### config.mk
export PLATFORM = sky130hd
export DESIGN_NAME = graph_reachability_check_unit_flat
export DESIGN_NICKNAME = d
export VERILOG_FILES = /design/src/hdl/grc_pkg.sv /design/src/hdl/grc_if.sv /design/src/hdl/graph_reachability_check_unit.sv /design/src/hdl/grc_controller.sv /design/src/hdl/grc_datapath.sv /design/src/flat_wrapper.sv
export SDC_FILE = /design/constraint.sdc
export NUM_CORES = 2
export LEC_CHECK = 0
export ABC_AREA = 1
export BUFFER_PORTS_ARGS = -buffer_cell sky130_fd_sc_hd__buf_2
export CORE_MARGIN = 5
export CORE_UTILIZATION = 41
export DETAILED_ROUTE_END_ITERATION = 12
export GPL_TIMING_DRIVEN = 1
export PLACE_DENSITY = 0.55
export SYNTH_ARGS = -nofsm -noshare
export SYNTH_HDL_FRONTEND = slang
export SYNTH_SLANG_ARGS = --single-unit
### constraint.sdc
create_clock -name clock -period 3.15 [get_ports clock]
set_input_delay 0.315 -clock clock [delete_from_list [all_inputs] [get_ports clock]]
set_output_delay 0.315 -clock clock [all_outputs]
set_load 0.01 [all_outputs]
### src/hdl/grc_pkg.sv
// shared types and constants of the graph reachability check unit
`timescale 1ns / 1ps
`default_nettype none

package grc_pkg;

   localparam int OP_W          = 2;
   localparam int ZONE_W        = 5;
   localparam int CNT_W         = 6;
   localparam int DEF_MAX_ZONES = 32;

   typedef enum logic [OP_W-1:0] {
      OP_ADD_EDGE   = 2'd0,
      OP_MARK_START = 2'd1,
      OP_VERIFY     = 2'd2,
      OP_UNUSED     = 2'd3
   } grc_op_type;

   // controller to datapath
   typedef struct packed {
      logic load_edge;
      logic load_start;
      logic start_walk;
      logic walk;
      logic load_rsp;
   } grc_cmd_type;

   // datapath to controller
   typedef struct packed {
      logic map_empty;
      logic walk_done;
   } grc_status_type;

endpackage

`default_nettype wire

### src/hdl/grc_if.sv
// channel interfaces: request, response and register write
`timescale 1ns / 1ps
`default_nettype none

interface grc_req_if import grc_pkg::*; ();
   logic              valid;
   logic              ready;
   logic [OP_W-1:0]   operation;
   logic [ZONE_W-1:0] from_zone;
   logic [ZONE_W-1:0] to_zone;

   modport source (output valid, output operation, output from_zone, output to_zone,
                   input ready);
   modport sink   (input valid, input operation, input from_zone, input to_zone,
                   output ready);
endinterface

interface grc_rsp_if import grc_pkg::*; ();
   logic             valid;
   logic             ready;
   logic             all_reached;
   logic [CNT_W-1:0] reached_count;
   logic             empty_map;

   modport source (output valid, output all_reached, output reached_count,
                   output empty_map, input ready);
   modport sink   (input valid, input all_reached, input reached_count,
                   input empty_map, output ready);
endinterface

interface grc_csr_if import grc_pkg::*; ();
   logic             valid;
   logic             ready;
   logic [CNT_W-1:0] data;

   modport source (output valid, output data, input ready);
   modport sink   (input valid, input data, output ready);
endinterface

`default_nettype wire

### src/hdl/graph_reachability_check_unit.sv
// Graph reachability check unit, top level.
// Request channel (req_bus): one beat per item. operation 0 adds the directed
// edge from_zone -> to_zone, 1 marks from_zone as a starting zone, 2 verifies,
// 3 does nothing. Zones at or above the zone count are ignored.
// Register channel (csr_bus): writes zone_count; always ready.
// Response channel (rsp_bus): one beat per verify with all_reached,
// reached_count and empty_map.
// Loads are taken back to back while idle. A verify walks the graph by
// sweeping the adjacency memory one row per cycle; the number of sweeps is
// at most the number of reached zones plus two. After the last sweep the
// controller enters its finish state and hands the result to the output
// register, which presents the response beat; an empty map (zone count zero
// or no edge) skips the walk and goes straight to the finish state.
// The request channel is not ready from the verify beat until the
// result is handed to the output register.
// Reset clears the zone count, all edges, start marks and the response valid flag.
// A stalled response is held in the output register; loads keep being taken,
// and a following verify walks but waits before overwriting the held beat.
`timescale 1ns / 1ps
`default_nettype none

module graph_reachability_check_unit
   import grc_pkg::*;
#(
   parameter int MAX_ZONES = DEF_MAX_ZONES
) (
   input  wire logic clock,
   input  wire logic reset,
   grc_req_if.sink   req_bus,
   grc_rsp_if.source rsp_bus,
   grc_csr_if.sink   csr_bus
);

   grc_cmd_type    cmd;
   grc_status_type status;

   assign csr_bus.ready = 1'b1;

   // control
   grc_controller u_controller (
      .clock         (clock),
      .reset         (reset),
      .req_valid     (req_bus.valid),
      .req_operation (req_bus.operation),
      .req_ready     (req_bus.ready),
      .rsp_valid     (rsp_bus.valid),
      .rsp_ready     (rsp_bus.ready),
      .status        (status),
      .cmd           (cmd)
   );

   // datapath
   grc_datapath #(
      .MAX_ZONES (MAX_ZONES)
   ) u_datapath (
      .clock         (clock),
      .reset         (reset),
      .cmd           (cmd),
      .status        (status),
      .from_zone     (req_bus.from_zone),
      .to_zone       (req_bus.to_zone),
      .csr_we        (csr_bus.valid),
      .csr_wdata     (csr_bus.data),
      .all_reached   (rsp_bus.all_reached),
      .reached_count (rsp_bus.reached_count),
      .empty_map     (rsp_bus.empty_map)
   );

endmodule

`default_nettype wire

### src/hdl/grc_controller.sv
// control state machine: beat acceptance, walk sequencing, response handoff
`timescale 1ns / 1ps
`default_nettype none

module grc_controller
   import grc_pkg::*;
(
   input  wire logic            clock,
   input  wire logic            reset,
   input  wire logic            req_valid,
   input  wire logic [OP_W-1:0] req_operation,
   output logic                 req_ready,
   output logic                 rsp_valid,
   input  wire logic            rsp_ready,
   input  wire grc_status_type  status,
   output grc_cmd_type          cmd
);

   typedef enum logic [2:0] {
      ST_IDLE   = 3'b001,
      ST_WALK   = 3'b010,
      ST_FINISH = 3'b100
   } state_type;

   state_type state_ff, state_in;
   logic      rsp_valid_ff, rsp_valid_in;
   logic      accept;

   // command decode
   always_comb begin
      req_ready      = (state_ff == ST_IDLE);
      accept         = req_valid && req_ready;
      cmd.load_edge  = accept && (req_operation == OP_ADD_EDGE);
      cmd.load_start = accept && (req_operation == OP_MARK_START);
      cmd.start_walk = accept && (req_operation == OP_VERIFY);
      cmd.walk       = (state_ff == ST_WALK);
      cmd.load_rsp   = (state_ff == ST_FINISH) && (!rsp_valid_ff || rsp_ready);
   end

   // next state
   always_comb begin
      state_in = state_ff;
      case (state_ff)
         ST_IDLE: begin
            if (cmd.start_walk) begin
               state_in = status.map_empty ? ST_FINISH : ST_WALK;
            end
         end
         ST_WALK: begin
            if (status.walk_done) begin
               state_in = ST_FINISH;
            end
         end
         ST_FINISH: begin
            if (cmd.load_rsp) begin
               state_in = ST_IDLE;
            end
         end
         default: state_in = ST_IDLE;
      endcase
   end

   // response valid: set on handoff, cleared when taken
   always_comb begin
      if (cmd.load_rsp) begin
         rsp_valid_in = 1'b1;
      end else if (rsp_ready) begin
         rsp_valid_in = 1'b0;
      end else begin
         rsp_valid_in = rsp_valid_ff;
      end
   end

   always_ff @(posedge clock) begin
      if (reset) begin
         state_ff     <= ST_IDLE;
         rsp_valid_ff <= 1'b0;
      end else begin
         state_ff     <= state_in;
         rsp_valid_ff <= rsp_valid_in;
      end
   end

   assign rsp_valid = rsp_valid_ff;

endmodule

`default_nettype wire

### src/hdl/grc_datapath.sv
// datapath: zone count, adjacency memory, start set and the reachability walk
`timescale 1ns / 1ps
`default_nettype none

module grc_datapath
   import grc_pkg::*;
#(
   parameter int MAX_ZONES = DEF_MAX_ZONES
) (
   input  wire logic              clock,
   input  wire logic              reset,
   input  wire grc_cmd_type       cmd,
   output grc_status_type         status,
   input  wire logic [ZONE_W-1:0] from_zone,
   input  wire logic [ZONE_W-1:0] to_zone,
   input  wire logic              csr_we,
   input  wire logic [CNT_W-1:0]  csr_wdata,
   output logic                   all_reached,
   output logic [CNT_W-1:0]       reached_count,
   output logic                   empty_map
);

   localparam int ZIW = (MAX_ZONES > 1) ? $clog2(MAX_ZONES) : 1;
   localparam int NW  = CNT_W + 1;

   // register and map storage
   logic [CNT_W-1:0]     zone_count_ff;
   logic [MAX_ZONES-1:0] adj_mem [MAX_ZONES];
   logic [MAX_ZONES-1:0] row_valid_ff, row_valid_in;
   logic [MAX_ZONES-1:0] start_ff, start_in;
   logic                 edge_loaded_ff, edge_loaded_in;

   // walk state
   logic [MAX_ZONES-1:0] visited_ff, visited_in;
   logic [MAX_ZONES-1:0] expanded_ff, expanded_in;
   logic [ZIW-1:0]       scan_ff, scan_in;
   logic                 pass_hit_ff, pass_hit_in;
   logic                 rd_pending_ff, rd_pending_in;
   logic [CNT_W-1:0]     count_ff, count_in;
   logic                 empty_ff, empty_in;
   logic [MAX_ZONES-1:0] rd_row_ff;
   logic                 rd_row_ok_ff;

   // response payload
   logic                 all_reached_ff;
   logic [CNT_W-1:0]     reached_count_ff;
   logic                 empty_map_ff;

   logic [NW-1:0]        live_n;
   logic [MAX_ZONES-1:0] live_mask;
   logic [ZIW-1:0]       src_idx, dst_idx;
   logic [MAX_ZONES-1:0] dst_onehot;
   logic                 src_ok, dst_ok, edge_ok;
   logic                 map_empty;
   logic [MAX_ZONES-1:0] pending, row_eff;
   logic                 issue, scan_last;

   // effective zone count and live mask
   always_comb begin
      if ({1'b0, zone_count_ff} > NW'(MAX_ZONES)) begin
         live_n = NW'(MAX_ZONES);
      end else begin
         live_n = {1'b0, zone_count_ff};
      end
      for (int z = 0; z < MAX_ZONES; z++) begin
         live_mask[z] = (NW'(z) < live_n);
      end
   end

   // load decode
   always_comb begin
      src_ok     = ({{(NW-ZONE_W){1'b0}}, from_zone} < live_n);
      dst_ok     = ({{(NW-ZONE_W){1'b0}}, to_zone} < live_n);
      edge_ok    = cmd.load_edge && src_ok && dst_ok;
      src_idx    = ZIW'(from_zone);
      dst_idx    = ZIW'(to_zone);
      dst_onehot = '0;
      dst_onehot[dst_idx] = 1'b1;
      map_empty  = (live_n == '0) || !edge_loaded_ff;
   end

   // walk scan
   always_comb begin
      pending   = visited_ff & ~expanded_ff;
      issue     = cmd.walk && pending[scan_ff];
      scan_last = (scan_ff == ZIW'(MAX_ZONES - 1));
      row_eff   = rd_row_ok_ff ? rd_row_ff : '0;
   end

   // next values
   always_comb begin
      row_valid_in   = row_valid_ff;
      start_in       = start_ff;
      edge_loaded_in = edge_loaded_ff;
      visited_in     = visited_ff;
      expanded_in    = expanded_ff;
      scan_in        = scan_ff;
      pass_hit_in    = pass_hit_ff;
      count_in       = count_ff;
      empty_in       = empty_ff;
      rd_pending_in  = issue;

      if (edge_ok) begin
         row_valid_in[src_idx] = 1'b1;
         edge_loaded_in        = 1'b1;
      end
      if (cmd.load_start && src_ok) begin
         start_in[src_idx] = 1'b1;
      end

      if (cmd.start_walk) begin
         empty_in    = map_empty;
         visited_in  = map_empty ? '0 : (start_ff & live_mask);
         expanded_in = '0;
         scan_in     = '0;
         pass_hit_in = 1'b0;
         count_in    = '0;
      end else begin
         // merge the row read last cycle
         if (rd_pending_ff) begin
            visited_in = visited_ff | (row_eff & live_mask);
         end
         if (issue) begin
            expanded_in[scan_ff] = 1'b1;
            count_in             = count_ff + 1'b1;
         end
         // a row issued on the last slot merges during the next sweep,
         // so that sweep must not be taken as the final one
         if (cmd.walk) begin
            scan_in     = scan_last ? '0 : scan_ff + 1'b1;
            pass_hit_in = scan_last ? issue : (pass_hit_ff || issue);
         end
      end
   end

   always_comb begin
      status.map_empty = map_empty;
      status.walk_done = cmd.walk && scan_last && !pass_hit_ff && !issue;
   end

   // control registers
   always_ff @(posedge clock) begin
      if (reset) begin
         zone_count_ff  <= '0;
         row_valid_ff   <= '0;
         start_ff       <= '0;
         edge_loaded_ff <= 1'b0;
         pass_hit_ff    <= 1'b0;
         rd_pending_ff  <= 1'b0;
      end else begin
         if (csr_we) begin
            zone_count_ff <= csr_wdata;
         end
         row_valid_ff   <= row_valid_in;
         start_ff       <= start_in;
         edge_loaded_ff <= edge_loaded_in;
         pass_hit_ff    <= pass_hit_in;
         rd_pending_ff  <= rd_pending_in;
      end
   end

   // walk registers
   always_ff @(posedge clock) begin
      visited_ff  <= visited_in;
      expanded_ff <= expanded_in;
      scan_ff     <= scan_in;
      count_ff    <= count_in;
      empty_ff    <= empty_in;
   end

   // adjacency memory: bit write on load, registered row read on scan
   always_ff @(posedge clock) begin
      if (edge_ok) begin
         if (row_valid_ff[src_idx]) begin
            adj_mem[src_idx][dst_idx] <= 1'b1;
         end else begin
            adj_mem[src_idx] <= dst_onehot;
         end
      end
      rd_row_ff    <= adj_mem[scan_ff];
      rd_row_ok_ff <= row_valid_ff[scan_ff];
   end

   // response payload
   always_ff @(posedge clock) begin
      if (cmd.load_rsp) begin
         all_reached_ff   <= !empty_ff && ({1'b0, count_ff} == live_n);
         reached_count_ff <= count_ff;
         empty_map_ff     <= empty_ff;
      end
   end

   assign all_reached   = all_reached_ff;
   assign reached_count = reached_count_ff;
   assign empty_map     = empty_map_ff;

endmodule

`default_nettype wire

### src/flat_wrapper.sv
// flat-port wrapper written by rule: the top's interface ports become plain ports
module graph_reachability_check_unit_flat import grc_pkg::*;
#(
   parameter int MAX_ZONES = DEF_MAX_ZONES
)
  (clock, reset, req_bus_valid, req_bus_operation, req_bus_from_zone, req_bus_to_zone, req_bus_ready, rsp_bus_valid, rsp_bus_all_reached, rsp_bus_reached_count, rsp_bus_empty_map, rsp_bus_ready, csr_bus_valid, csr_bus_data, csr_bus_ready);
  grc_req_if req_bus_i ();
  grc_rsp_if rsp_bus_i ();
  grc_csr_if csr_bus_i ();
  input  wire logic clock;
  input  wire logic reset;
  input wire logic [$bits(req_bus_i.valid)-1:0] req_bus_valid;
  input wire logic [$bits(req_bus_i.operation)-1:0] req_bus_operation;
  input wire logic [$bits(req_bus_i.from_zone)-1:0] req_bus_from_zone;
  input wire logic [$bits(req_bus_i.to_zone)-1:0] req_bus_to_zone;
  output wire logic [$bits(req_bus_i.ready)-1:0] req_bus_ready;
  output wire logic [$bits(rsp_bus_i.valid)-1:0] rsp_bus_valid;
  output wire logic [$bits(rsp_bus_i.all_reached)-1:0] rsp_bus_all_reached;
  output wire logic [$bits(rsp_bus_i.reached_count)-1:0] rsp_bus_reached_count;
  output wire logic [$bits(rsp_bus_i.empty_map)-1:0] rsp_bus_empty_map;
  input wire logic [$bits(rsp_bus_i.ready)-1:0] rsp_bus_ready;
  input wire logic [$bits(csr_bus_i.valid)-1:0] csr_bus_valid;
  input wire logic [$bits(csr_bus_i.data)-1:0] csr_bus_data;
  output wire logic [$bits(csr_bus_i.ready)-1:0] csr_bus_ready;
  assign req_bus_i.valid = req_bus_valid;
  assign req_bus_i.operation = req_bus_operation;
  assign req_bus_i.from_zone = req_bus_from_zone;
  assign req_bus_i.to_zone = req_bus_to_zone;
  assign req_bus_ready = req_bus_i.ready;
  assign rsp_bus_valid = rsp_bus_i.valid;
  assign rsp_bus_all_reached = rsp_bus_i.all_reached;
  assign rsp_bus_reached_count = rsp_bus_i.reached_count;
  assign rsp_bus_empty_map = rsp_bus_i.empty_map;
  assign rsp_bus_i.ready = rsp_bus_ready;
  assign csr_bus_i.valid = csr_bus_valid;
  assign csr_bus_i.data = csr_bus_data;
  assign csr_bus_ready = csr_bus_i.ready;
  graph_reachability_check_unit #(.MAX_ZONES(MAX_ZONES)) u_core (.clock(clock), .reset(reset), .req_bus(req_bus_i), .rsp_bus(rsp_bus_i), .csr_bus(csr_bus_i));
endmodule
==> impl_metrics.py <==
metrics = {
    "floorplanning": {
        "start_util_pct": 41.1,
        "die_h_um": 384,
        "io_pins": 34,
        "die_area_um2": 147000,
        "std_cell_rows": 137,
        "dieWidth_um": 384,
        "core_um2": 139000,
    },
    "worst_setup_path": {
        "path_cells": "inv_8 > nand2_4 > clkinv_8 > buf_12 > o21ai_0 > nand4_1 > nand3_1 > nand3_4 > clkinv_2 > nand2_1 > o21ai_0 > a21oi_1",
        "worstPathMaxFanout": 44,
        "cp_common_cell": "o21ai_0",
        "regToRegSetupSlack_ns": 0.14,
        "r2r_start": "u_core.u_datapath.scan_ff[0]",
        "crit_arrival_ns": 3.71,
        "crit_type": "reg -> reg",
        "reg2reg_depth": 12,
        "r2r-end": "u_core.u_datapath.count_ff[2]",
        "cpMaxStageDelayCell": "dfxtp_4",
        "cp.depth": 12,
        "crit_buf_inv": 4,
        "end_kind": "register",
        "cp_top_family": "buffers and inverters",
        "required_ns": 3.85,
        "cp-endpoint": "u_core.u_datapath.count_ff[2]",
        "max_stage_delay_ns": 0.41,
        "setup.worst_path.start": "u_core.u_datapath.scan_ff[0]",
        "crit_path_start_kind": "register",
    },
    "routing": {
        "wl_met2_um": 84800,
        "drt_first_iter_violations": 4842,
        "dr_wl_met3_um": 15800,
        "ant_nets": 0,
        "dr.pass1.iters": 6,
        "wl_per_cell_um": 23.3,
        "vias_per_cell": 5.32,
        "route.vias.total": 41851,
        "drt-total-wl_um": 183000,
        "drc_errors": 0,
        "highest_layer": "met4",
        "met1Wirelength_um": 76500,
    },
    "clock_tree": {
        "clk_pin_slew_ns": 0.06,
        "clockBufferDepth": 3,
        "htreeDepth": 4,
        "insertion_delay_ns": 0.78,
        "cts_sinks": 1218,
        "cts_tree": "yes",
        "cts-root-buf": "clkbuf_16",
        "numCtsBuffers": 139,
    },
    "status": {
        "outcome": "completed",
    },
    "grt": {
        "grt_pass1_wl_um": 268000,
        "antenna_found_initial": 3,
        "first_global_vias": 39757,
        "grt_overflow": 0,
        "grt_max_degree": 100,
        "grt_usage_pct": 24.6,
    },
    "sta": {
        "relSlewSlack_pct": 34.0,
        "rsz0062_at_grt": "false",
        "setup_viol": 0,
        "hold_viol_final": 0,
        "fin_crit_sh_pct": 95.4,
        "fmax_mhz": 333,
        "tns_ns": 0,
        "setup_ws_ns": 0.144,
        "min_period_ns": 3.01,
        "skew_ns": 0.0285,
        "whs_ns": 0.175,
        "drv_slew": 0,
        "worstMarginPinSlew_ns": 0.991,
    },
    "synth": {
        "synth-edff-count": 1065,
        "syn_nets": 5888,
        "synth_area_leader_cell": "edfxtp_1",
        "yosysMostFrequentCell": "nand2_1",
        "seq_area_frac_synth_pct": 61.2,
        "synthFlopType": "edfxtp_1",
        "synthCells": 5851,
        "yosys_warnings": 0,
        "synth_seq_cells": 1218,
        "avgSynthCellArea_um2": 9.79,
        "synthTopCellsByArea": "edfxtp_1, nand2_1, inv_1",
        "netlist_top_cells_count": "nand2_1, inv_1, edfxtp_1",
        "async_flop_share_pct": 0,
        "synth_top_area_share_pct": 55.8,
        "ys_types": 52,
        "syn_area_um2": 57300,
    },
    "cells_and_area": {
        "synthToLayoutAreaGrowth_pct": 12.6,
        "layout-drive-gt1-share_pct": 9.84,
        "nets": 5916,
        "final_util_pct": 46.3,
        "final_area_um2": 64500,
    },
    "placed_design": {
        "dp_hpwl_um": 106000,
        "dpl_cell_area_um2": 60000,
        "place_ws_ns": 0.0986,
        "gp_congestion": 0.881,
        "io_buffers": 32,
    },
    "job": {
        "cap_violations": 0,
    },
    "min_path": {
        "hold_path_class": "in -> reg",
        "hp-start": "req_bus_from_zone[2]",
    },
    "power_and_ir_drop": {
        "peakVddDrop_uv": 381,
        "p_leak_uw": 0.0311,
        "powerDensity_nw_per_um2": 558,
    },
}
==> where the power goes <==
group	internal (uW)	switching, uW
sequential	17600	120
combinational	764	2040
clock	8810	6670
total	27100	8830
==> worst min-delay path: stages <==
cell	delay, ns
buf_2	0.16
nand2_1	0.20
nor2_1	0.08
nand4_1	0.09
a21oi_1	0.06
==> metrics by stage <==
stage	cells	total power, uW
global placement	7595	20800
finish	7867	36000
floorplan	5851	20000
global route	7864	37100
CTS	7863	36200
detailed placement	7595	20800
==> flip-flops by register name, indices dropped and copies added (netlist names) <==
| register | cells |
|---|---|
| u_core.u_controller.rsp_valid | 1 |
| u_core.u_controller.state_ff | 3 |
| u_core.u_datapath.adj_mem | 1024 |
| u_core.u_datapath.all_reached | 1 |
| u_core.u_datapath.count_ff | 6 |
| u_core.u_datapath.edge_loaded_ff | 1 |
| u_core.u_datapath.empty_ff | 1 |
| u_core.u_datapath.empty_map | 1 |
| u_core.u_datapath.expanded_ff | 32 |
| u_core.u_datapath.pass_hit_ff | 1 |
| u_core.u_datapath.rd_pending_ff | 1 |
| u_core.u_datapath.rd_row_ff | 32 |
| u_core.u_datapath.rd_row_ok_ff | 1 |
| u_core.u_datapath.reached_count | 6 |
| u_core.u_datapath.row_valid_ff | 32 |
| u_core.u_datapath.scan_ff | 5 |
| u_core.u_datapath.start_ff | 32 |
| u_core.u_datapath.visited_ff | 32 |
| u_core.u_datapath.zone_count_ff | 6 |
==> layer usage <==
metal  up-vias  track usage [%]
li1      19127                -
met1     20557             33.9
met2      1851             39.6
met3       316             4.30
met4         0             7.92
met5         -                0
==> placed cells by master, fill, tap and decap left out, types with 5 or more instances in the layout <==
cell,netlist,layout
a21oi_1,118,118
dfxtp_1,153,152
buf_4,29,167
o211ai_1,9,9
a22oi_1,256,256
buf_12,0,93
o221ai_1,8,8
a22o_1,64,64
inv_1,1170,1165
nand3_1,79,79
clkbuf_1,150,39
nor2_4,2,6
xor2_1,6,6
dlygate4sd3_1,0,18
inv_6,0,6
clkinvlp_4,0,7
buf_2,74,32
nand2_4,31,31
clkinv_8,0,6
edfxtp_1,1065,1065
o22ai_1,18,18
clkinv_1,1,25
ha_1,14,14
o21ai_0,519,519
a31oi_1,12,12
nor3_2,1,6
nand4_1,40,40
clkinv_2,2,19
nor3_1,21,16
nor2_1,375,371
inv_2,42,41
o21ai_1,60,60
nand2_1,1264,1264
clkbuf_16,0,142
bufinv_16,0,5
o32ai_1,5,5
a221oi_1,62,62
==> worst min-delay path by stage <==
| stage | endpoint | slack (ns) | cells after the start |
|---|---|---|---|
| floorplan | u_core.u_datapath.expanded_ff[2] | 0.43 | 2 |
| global placement | u_core.u_datapath.expanded_ff[26] | 0.44 | 2 |
| detailed placement | u_core.u_datapath.expanded_ff[2] | 0.44 | 2 |
| CTS | u_core.u_datapath.row_valid_ff[1] | 0.07 | 6 |
| global route | u_core.u_datapath.start_ff[20] | 0.17 | 5 |
| finish | u_core.u_datapath.start_ff[14] | 0.18 | 5 |
==> timing repair <==
action,in CTS,in global routing
resized for setup,0,2
endpoints found under the hold margin,12,0
setup buffers,0,1
endpoints found under the setup margin,0,187
hold buffers,18,0
==> kinds of logic after synthesis <==
logic type               Yosys count  share of synthesized area (%)
AO/OA/AOI/OAI                   1145                           12.2
XOR/XNOR                           7                          0.107
adder cells (fa/ha/maj)           14                          0.306
buffers and inverters           1638                           13.2
flip-flops                      1218                           61.2
other                              1                        0.00655
AND/OR/NAND/NOR                 1828                           13.0
==> final cells by class <==
class,count,area [um^2]
Antenna cell,3,7.51
Multi-Input combinational cell,2995,14700
Tap cell,1876,2350
Clock inverter,66,569
Fill cell,13019,74700
Inverter,1215,4600
Clock buffer,184,3740
Sequential cell,1218,35000
Timing Repair Buffer,310,3460
(Power assumes the default switching activity.)
